**src/hw/rtl/pgw_pkg.sv**
```systemverilog
// Shared types and constants for the four-level page table walker.
package pgw_pkg;

    localparam int MAX_LEVELS  = 5;
    localparam int PAGE_SHIFT  = 12;
    localparam int INDEX_W     = 9;
    localparam int LIN_W       = 48;
    localparam int PHYS_W      = 52;
    localparam int ENTRY_W     = 64;
    localparam int FRAME_W     = PHYS_W - PAGE_SHIFT;
    localparam int PRESENT_BIT = 0;
    localparam int PS_BIT      = 7;
    localparam int RSV_LSB     = 13;

    localparam logic KIND_REQUEST = 1'b0;
    localparam logic KIND_ENTRY   = 1'b1;

    typedef enum logic [1:0] {
        ST_READ        = 2'd0,
        ST_XLATE       = 2'd1,
        ST_NOT_PRESENT = 2'd2,
        ST_FAULT       = 2'd3
    } t_status;

    typedef struct packed {
        logic              kind;
        logic [LIN_W-1:0]  linear_address;
        logic [ENTRY_W-1:0] entry_data;
    } t_in_item;

    typedef struct packed {
        t_status           status;
        logic [PHYS_W-1:0] entry_address;
        logic [PHYS_W-1:0] physical_address;
    } t_out_item;

    // Classified item as it waits between front and back.
    typedef struct packed {
        logic                  is_entry;
        logic [LIN_W-1:0]      linear_address;
        logic [FRAME_W-1:0]    frame;
        logic                  present;
        logic                  page_size;
        logic [MAX_LEVELS-1:0] rsv_nz;
    } t_cmd;

endpackage

```
**src/hw/rtl/pgw_front.sv**
```systemverilog
// Front end: decodes an incoming item into walk command fields.
module pgw_front (
    input  pgw_pkg::t_in_item i_item,
    output pgw_pkg::t_cmd     o_cmd
);

    logic [pgw_pkg::ENTRY_W-1:0] mask;

    always_comb begin
        mask                 = '0;
        o_cmd.is_entry       = (i_item.kind == pgw_pkg::KIND_ENTRY);
        o_cmd.linear_address = i_item.linear_address;
        o_cmd.frame          = i_item.entry_data[pgw_pkg::PHYS_W-1:pgw_pkg::PAGE_SHIFT];
        o_cmd.present        = i_item.entry_data[pgw_pkg::PRESENT_BIT];
        o_cmd.page_size      = i_item.entry_data[pgw_pkg::PS_BIT];
        o_cmd.rsv_nz         = '0;
        // Reserved bits of a large page at each level above the bottom
        for (int l = 1; l < pgw_pkg::MAX_LEVELS; l++) begin
            mask = ((pgw_pkg::ENTRY_W'(1) << (pgw_pkg::INDEX_W * l - 1))
                    - pgw_pkg::ENTRY_W'(1)) << pgw_pkg::RSV_LSB;
            o_cmd.rsv_nz[l] = |(i_item.entry_data & mask);
        end
    end

endmodule

```
**src/hw/rtl/pgw_queue.sv**
```systemverilog
// Small register queue between front and back end.
module pgw_queue #(
    parameter int W     = 8,
    parameter int DEPTH = 2
) (
    input  logic         i_clk,
    input  logic         i_rst_n,
    input  logic         i_push,
    input  logic [W-1:0] i_data,
    output logic         o_full,
    input  logic         i_pop,
    output logic         o_valid,
    output logic [W-1:0] o_data
);

    localparam int PW = (DEPTH > 1) ? $clog2(DEPTH) : 1;
    localparam int CW = $clog2(DEPTH + 1);

    logic [W-1:0]  r_mem [DEPTH];
    logic [PW-1:0] r_wr_ptr, n_wr_ptr;
    logic [PW-1:0] r_rd_ptr, n_rd_ptr;
    logic [CW-1:0] r_count, n_count;
    logic          do_push, do_pop;

    assign o_full  = (r_count == CW'(DEPTH));
    assign o_valid = (r_count != '0);
    assign o_data  = r_mem[r_rd_ptr];
    assign do_push = i_push && !o_full;
    assign do_pop  = i_pop && o_valid;

    always_comb begin
        n_wr_ptr = r_wr_ptr;
        n_rd_ptr = r_rd_ptr;
        n_count  = r_count;
        if (do_push) begin
            n_wr_ptr = (r_wr_ptr == PW'(DEPTH - 1)) ? '0 : r_wr_ptr + PW'(1);
        end
        if (do_pop) begin
            n_rd_ptr = (r_rd_ptr == PW'(DEPTH - 1)) ? '0 : r_rd_ptr + PW'(1);
        end
        if (do_push && !do_pop) begin
            n_count = r_count + CW'(1);
        end else if (do_pop && !do_push) begin
            n_count = r_count - CW'(1);
        end
    end

    always_ff @(posedge i_clk) begin
        if (!i_rst_n) begin
            r_wr_ptr <= '0;
            r_rd_ptr <= '0;
            r_count  <= '0;
        end else begin
            r_wr_ptr <= n_wr_ptr;
            r_rd_ptr <= n_rd_ptr;
            r_count  <= n_count;
        end
    end

    always_ff @(posedge i_clk) begin
        if (do_push) begin
            r_mem[r_wr_ptr] <= i_data;
        end
    end

endmodule

```
**src/hw/rtl/pgw_back.sv**
```systemverilog
// Back end: walk state, one level decision per item, output register.
module pgw_back #(
    parameter int LEVELS = 4
) (
    input  logic               i_clk,
    input  logic               i_rst_n,
    input  logic               i_cfg_we,
    input  logic [pgw_pkg::PHYS_W-1:0] i_cfg_data,
    input  logic               i_cmd_valid,
    input  pgw_pkg::t_cmd      i_cmd,
    output logic               o_cmd_pop,
    output logic               o_out_valid,
    input  logic               i_out_ready,
    output pgw_pkg::t_out_item o_out_item
);

    localparam int LW    = $clog2(LEVELS);
    localparam int EXT_W = (pgw_pkg::PAGE_SHIFT + pgw_pkg::INDEX_W * LEVELS > pgw_pkg::LIN_W)
                         ? pgw_pkg::PAGE_SHIFT + pgw_pkg::INDEX_W * LEVELS : pgw_pkg::LIN_W;
    localparam logic [LW-1:0] TOP = LW'(LEVELS - 1);

    logic                            r_busy, n_busy;
    logic [LW-1:0]                   r_level, n_level;
    logic [pgw_pkg::LIN_W-1:0]       r_held, n_held;
    logic [pgw_pkg::PHYS_W-1:0]      r_root;
    logic                            r_out_valid;
    pgw_pkg::t_out_item              r_out, n_out;

    logic [EXT_W-1:0]                req_ext, held_ext;
    logic [pgw_pkg::INDEX_W-1:0]     req_idx, next_idx;
    logic [LW-1:0]                   next_level;
    logic [2:0]                      lvl3;
    logic [pgw_pkg::PHYS_W-1:0]      off_mask;
    logic [pgw_pkg::FRAME_W-1:0]     leaf_frame;
    logic                            is_leaf, leaf_fault;

    assign o_cmd_pop   = i_cmd_valid && (!r_out_valid || i_out_ready);
    assign o_out_valid = r_out_valid;
    assign o_out_item  = r_out;

    assign req_ext    = EXT_W'(i_cmd.linear_address);
    assign held_ext   = EXT_W'(r_held);
    assign req_idx    = req_ext[pgw_pkg::PAGE_SHIFT + pgw_pkg::INDEX_W * (LEVELS - 1)
                                +: pgw_pkg::INDEX_W];
    assign next_level = r_level - LW'(1);
    assign lvl3       = 3'(r_level);

    always_comb begin
        next_idx = '0;
        off_mask = '0;
        for (int l = 0; l < LEVELS; l++) begin
            if (next_level == LW'(l)) begin
                next_idx = held_ext[pgw_pkg::PAGE_SHIFT + pgw_pkg::INDEX_W * l
                                    +: pgw_pkg::INDEX_W];
            end
            if (r_level == LW'(l)) begin
                off_mask = pgw_pkg::PHYS_W'((64'(1) << (pgw_pkg::PAGE_SHIFT
                           + pgw_pkg::INDEX_W * l)) - 64'(1));
            end
        end
    end

    always_comb begin
        leaf_frame = i_cmd.frame;
        // drop the PAT bit of 2M and 1G pages
        if (lvl3 == 3'd1 || lvl3 == 3'd2) begin
            leaf_frame[0] = 1'b0;
        end
        is_leaf    = (r_level == '0) || i_cmd.page_size;
        leaf_fault = (r_level != '0) && ((r_level == TOP) || i_cmd.rsv_nz[lvl3]);
    end

    always_comb begin
        n_busy  = r_busy;
        n_level = r_level;
        n_held  = r_held;
        n_out   = '{status: pgw_pkg::ST_FAULT, entry_address: '0, physical_address: '0};
        if (!i_cmd.is_entry) begin
            n_busy              = 1'b1;
            n_level             = TOP;
            n_held              = i_cmd.linear_address;
            n_out.status        = pgw_pkg::ST_READ;
            n_out.entry_address = {r_root[pgw_pkg::PHYS_W-1:pgw_pkg::PAGE_SHIFT], req_idx, 3'b000};
        end else if (!r_busy) begin
            n_out.status = pgw_pkg::ST_FAULT;
        end else if (!i_cmd.present) begin
            n_busy       = 1'b0;
            n_level      = TOP;
            n_out.status = pgw_pkg::ST_NOT_PRESENT;
        end else if (is_leaf) begin
            n_busy  = 1'b0;
            n_level = TOP;
            if (leaf_fault) begin
                n_out.status = pgw_pkg::ST_FAULT;
            end else begin
                n_out.status           = pgw_pkg::ST_XLATE;
                n_out.physical_address = {leaf_frame, pgw_pkg::PAGE_SHIFT'(0)}
                                       + (pgw_pkg::PHYS_W'(r_held) & off_mask);
            end
        end else begin
            n_level             = next_level;
            n_out.status        = pgw_pkg::ST_READ;
            n_out.entry_address = {i_cmd.frame, next_idx, 3'b000};
        end
    end

    always_ff @(posedge i_clk) begin
        if (!i_rst_n) begin
            r_busy      <= 1'b0;
            r_level     <= TOP;
            r_held      <= '0;
            r_root      <= '0;
            r_out_valid <= 1'b0;
        end else begin
            if (i_cfg_we) begin
                r_root <= i_cfg_data;
            end
            if (o_cmd_pop) begin
                r_busy      <= n_busy;
                r_level     <= n_level;
                r_held      <= n_held;
                r_out_valid <= 1'b1;
            end else if (i_out_ready) begin
                r_out_valid <= 1'b0;
            end
        end
    end

    always_ff @(posedge i_clk) begin
        if (o_cmd_pop) begin
            r_out <= n_out;
        end
    end

endmodule

```
**src/hw/rtl/four_level_page_table_walker_top.sv**
```systemverilog
// Top level of the four-level page table walker.
// Walks an x86-64 style page table one level per item: a translate request gives the read
// address of the top-level entry, and each returned entry gives the next entry address, the
// translated address, not present, or fault. The block takes one item per clock while input
// ready is high and gives one result per item; an accepted item is written into the front
// queue, and the back end then decides it and loads the output register, where the result
// becomes valid. Throughput is set by the back end, which makes one level decision per cycle
// while the output accepts results; when it is stalled the queue fills and input ready
// drops. Write table_root only while idle.
module four_level_page_table_walker_top #(
    parameter int LEVELS      = 4,
    parameter int QUEUE_DEPTH = 2
) (
    input  logic                       i_clk,
    input  logic                       i_rst_n,
    input  logic                       i_cfg_we,
    input  logic [pgw_pkg::PHYS_W-1:0] i_cfg_data,
    input  logic                       i_in_valid,
    output logic                       o_in_ready,
    input  pgw_pkg::t_in_item          i_in_item,
    output logic                       o_out_valid,
    input  logic                       i_out_ready,
    output pgw_pkg::t_out_item         o_out_item
);

    pgw_pkg::t_cmd front_cmd;
    pgw_pkg::t_cmd q_cmd;
    logic          q_full;
    logic          q_valid;
    logic          q_pop;

    assign o_in_ready = !q_full;

    pgw_front u_front (
        .i_item (i_in_item),
        .o_cmd  (front_cmd)
    );

    pgw_queue #(
        .W     ($bits(pgw_pkg::t_cmd)),
        .DEPTH (QUEUE_DEPTH)
    ) u_queue (
        .i_clk   (i_clk),
        .i_rst_n (i_rst_n),
        .i_push  (i_in_valid),
        .i_data  (front_cmd),
        .o_full  (q_full),
        .i_pop   (q_pop),
        .o_valid (q_valid),
        .o_data  (q_cmd)
    );

    pgw_back #(
        .LEVELS (LEVELS)
    ) u_back (
        .i_clk       (i_clk),
        .i_rst_n     (i_rst_n),
        .i_cfg_we    (i_cfg_we),
        .i_cfg_data  (i_cfg_data),
        .i_cmd_valid (q_valid),
        .i_cmd       (q_cmd),
        .o_cmd_pop   (q_pop),
        .o_out_valid (o_out_valid),
        .i_out_ready (i_out_ready),
        .o_out_item  (o_out_item)
    );

endmodule
```
**config.mk**
```make
export PLATFORM = sky130hd
export DESIGN_NAME = four_level_page_table_walker_top
export DESIGN_NICKNAME = d
export VERILOG_FILES = /design/src/hw/rtl/pgw_pkg.sv /design/src/hw/rtl/pgw_front.sv /design/src/hw/rtl/pgw_queue.sv /design/src/hw/rtl/pgw_back.sv /design/src/hw/rtl/four_level_page_table_walker_top.sv
export SDC_FILE = /design/constraint.sdc
export NUM_CORES = 1
export LEC_CHECK = 0
export BUFFER_PORTS_ARGS = -buffer_cell sky130_fd_sc_hd__buf_2
export CAP_MARGIN = 10
export CELL_PAD_IN_SITES_DETAIL_PLACEMENT = 1
export CELL_PAD_IN_SITES_GLOBAL_PLACEMENT = 1
export CORE_MARGIN = 10
export CORE_UTILIZATION = 40
export DETAILED_ROUTE_END_ITERATION = 10
export HOLD_SLACK_MARGIN = 0.02
export PLACE_DENSITY_LB_ADDON = 0.08
export SLEW_MARGIN = 20
export SYNTH_ARGS = -nofsm -noshare
export SYNTH_HDL_FRONTEND = slang
export SYNTH_SLANG_ARGS = --single-unit
```
**constraint.sdc**
```tcl
create_clock -name i_clk -period 6.1 [get_ports i_clk]
set_input_delay 1.22 -clock i_clk [delete_from_list [all_inputs] [get_ports i_clk]]
set_output_delay 1.22 -clock i_clk [all_outputs]
set_load 0.01 [all_outputs]
```
==> results.md <==
* Capturing point of the worst reg2reg path: u_back.o_out_item[45]
* Worst Min Path Start: u_back.held_ext[9]
* Non-Filler Instances at ~2,100
* Post-CTS setup buffer count at 0
* # IOs at between 200 and 300
* Fillers at roughly 4,300
* CTS tree: yes
* Crit path DAT at between 4 and 5 ns
* Unrepaired setup endpoints after global routing: no
* Minimum clock period at between 4 and 5 ns
* R2r setup slk at 1.81 ns
* Clock root buffer: clkbuf_16
* Worst endpoint required time at about 6.4 ns
* GRT Util Overall at around 19%
* Setup crit end kind: register
* Area of the multi-input gates at 5880 µm²
* Final Setup Violations at 0
* Initial antenna violation count at 6
* Reg clk slew, reported paths at 0.06 ns
* DRT iter0 DRCs at roughly 640
* Synth cell count leaders: 291 x edfxtp_1, 176 x nand2_1, 119 x mux2i_1, 89 x dfxtp_1, 67 x o21ai_0
* EDFF count, synth at just under 300
* CTS Buf Count at 43
* DRC at 0
* Wire per inst at 22.4 µm
* ANT nets after route at 0
* Leading area contributor after synthesis: edfxtp_1
* Latest clock arrival within the worst-skew pair at a little under 0.6 ns
* Share of layout cells above drive strength 1 at 22.7%
* Core area at 41,100 µm²
* Full die area at roughly 50,000 µm²
* Setup Skew at about 0.025 ns
* Crit Path Class: register to register
* DP Area at approximately 18,000 µm²
* Register area share after synthesis at a little over three fifths
* Synth top area share at between 50% and 60%
* Cts repair resizes at 0
* Rows at 74
* Net count reported at finish at between 1,500 and 2,000
* Most numerous cell in the Yosys netlist: edfxtp_1
* Final Cell Area at ~20,000 µm²
* Dpl hpwl at 33,600 µm
* Ys flop type: edfxtp_1
* Register area at between 10,000 and 15,000 µm²
* R2R depth at 11
* Post-CTS Hold Buffers at 0
* Placed Cells at between 2,000 and 2,500
* Final period util at approximately 70%
* Distinct cell type count of the synthesized netlist at between 60 and 70
* GPL Wtd Cong at about 0.9
* Max Cap Viol at 0
* Chip Width at 225 µm
* Overflow after GRT at 0
* Clock Sinks at 380
* Pwr dens at about 460 nW/µm²
* Total Wirelength at ~48,000 µm
* Worst vdd ir at approximately 0.27 mV
* P&R area growth vs syn at 18.6%
* First-pass GRT wire length at 72,000 µm
* Syn avg cell area at 12.6 µm²
* Initial DRT Pass Iterations at 7
* Setup crit start kind: register
* Reg2reg start: u_back.r_level[0]
* Fmax at 0.233 GHz
* DR vias/cell at around 5.3
* CTS Buffer Depth at 3
* Number of synthesized register bits at 380
* H-tree depth at 2
* Synthesized area at about 17,000 µm²
* CP startpoint: u_back.r_level[0]
* Slew Limit Headroom at roughly 28%
* Overall via count from detail_route at between 10,000 and 15,000
* Starting Density at between 40% and 50%
* P_leak at roughly 8 nW
* Worst Path Max Fanout at 19
* Post-route setup TNS at 0 ns
* Yosys warns at 0
* Largest net degree at the start of global routing at 75
* Number of global-route vias before repair at between 10,000 and 15,000
* Worst Hold Endpoint: u_back.held_ext[9]
* Die H at between 200 and 250 µm
* Worst-Margin Slew at 1.08 ns
* Hold Path Cell Cnt at 1
* FFs w/ async S/R, synth at 0%
* Slew Viols, Final at 0
* Final Hold Viols at 0
* Synth top area cells: edfxtp_1 52%, dfxtp_1 11%, mux2i_1 7.1%
* Hold crit path type: register to register
* IO buf count at 240
* Gate Count Post-Synth at approximately 1,300
* Status: complete, no violations
-- cells in the final DEF (no fill, tap or decap), types with 33 or more instances in the layout --
master / n
a21oi_1: 52
buf_2: 240
clkbuf_16: 45
dfxtp_1: 88
edfxtp_1: 291
ha_1: 33
mux2i_1: 118
nand2_1: 176
nor2_1: 48
nor2b_1: 64
o211a_1: 43
o21ai_0: 67
-- cells by family after synthesis --
| family | synth area share [%] |
|---|---|
| other | 0.0224 |
| XOR/XNOR | 0.732 |
| adder cells (fa/ha/maj) | 2.58 |
| multiplexers | 9.33 |
| buffers and inverters | 2.40 |
| AO/OA/AOI/OAI | 10.4 |
| AND/OR/NAND/NOR | 11.8 |
| flip-flops | 62.8 |
-- worst max-delay path by stage --
stage                                  to  depth (start not counted)
global placement    u_back.o_out_item[45]                         11
CTS                 u_back.o_out_item[45]                         11
global route        u_back.o_out_item[45]                         11
detailed placement  u_back.o_out_item[45]                         11
floorplan             u_queue.r_mem[0][0]                          2
finish              u_back.o_out_item[45]                         11
-- worst max-delay path, cell delays in order (launching register included) --
cell and delay [ns]:
dfxtp_1 0.51, inv_1 0.11, ha_1 0.41, nor2_1 0.50
nor2b_1 0.19, ha_1 0.49, nand2_1 0.14, o21ai_0 0.38
a311oi_1 0.15, a211oi_1 0.73, o21ai_0 0.23, mux2i_1 0.17
-- report_power, final --
group	leakage (nW)	switching, mW	internal [mW]
Combinational	3.77	1.81	0.984
Sequential	3.49	0.291	3.52
Clock	0.703	1.04	1.59
-- cell type report --
| cell class | instances | area share (%) |
|---|---|---|
| Antenna cell | 2 | 0.0252 |
| Clock buffer | 69 | 6.52 |
| Clock inverter | 10 | 0.756 |
| Inverter | 14 | 0.277 |
| Multi-Input combinational cell | 863 | 29.6 |
| Sequential cell | 380 | 53.0 |
| Tap cell | 532 | 3.35 |
| Timing Repair Buffer | 253 | 6.54 |
-- stage by stage --
| step | worst slack (ns) | util (%) | hold WS (ns) | power, mW |
|---|---|---|---|---|
| 6_report | 1.81 | 48.3 | 0.495 | 9.23 |
| 5_1_grt | 1.40 | 48.3 | 0.514 | 9.75 |
| 4_1_cts | 1.81 | 48.3 | 0.498 | 9.35 |
| 3_5_place_dp | 1.89 | 44.8 | 0.482 | 6.67 |
| 3_3_place_gp | 1.95 | 44.8 | 0.474 | 6.61 |
| 2_1_floorplan | 0.317 | - | 0.464 | 5.60 |
-- state kept, by name, indices dropped and copies added (netlist names), named ones only --
register,cells
u_back.o_out_valid,1
u_back.o_out_item,103
u_queue.r_rd_ptr,1
u_back.r_level,2
u_back.r_busy,1
u_queue.r_mem,188
u_back.r_root,40
u_queue.r_wr_ptr,1
u_queue.r_count,2
u_back.held_ext,40
-- metal layers --
layer | wire length, µm | global-route usage [%]
met5 | 49 | 0
met4 | 980 | 5.33
met3 | 2830 | 4.44
met2 | 22600 | 30.6
met1 | 21200 | 23.9
No activity file was read; power rests on OpenSTA's default activity.
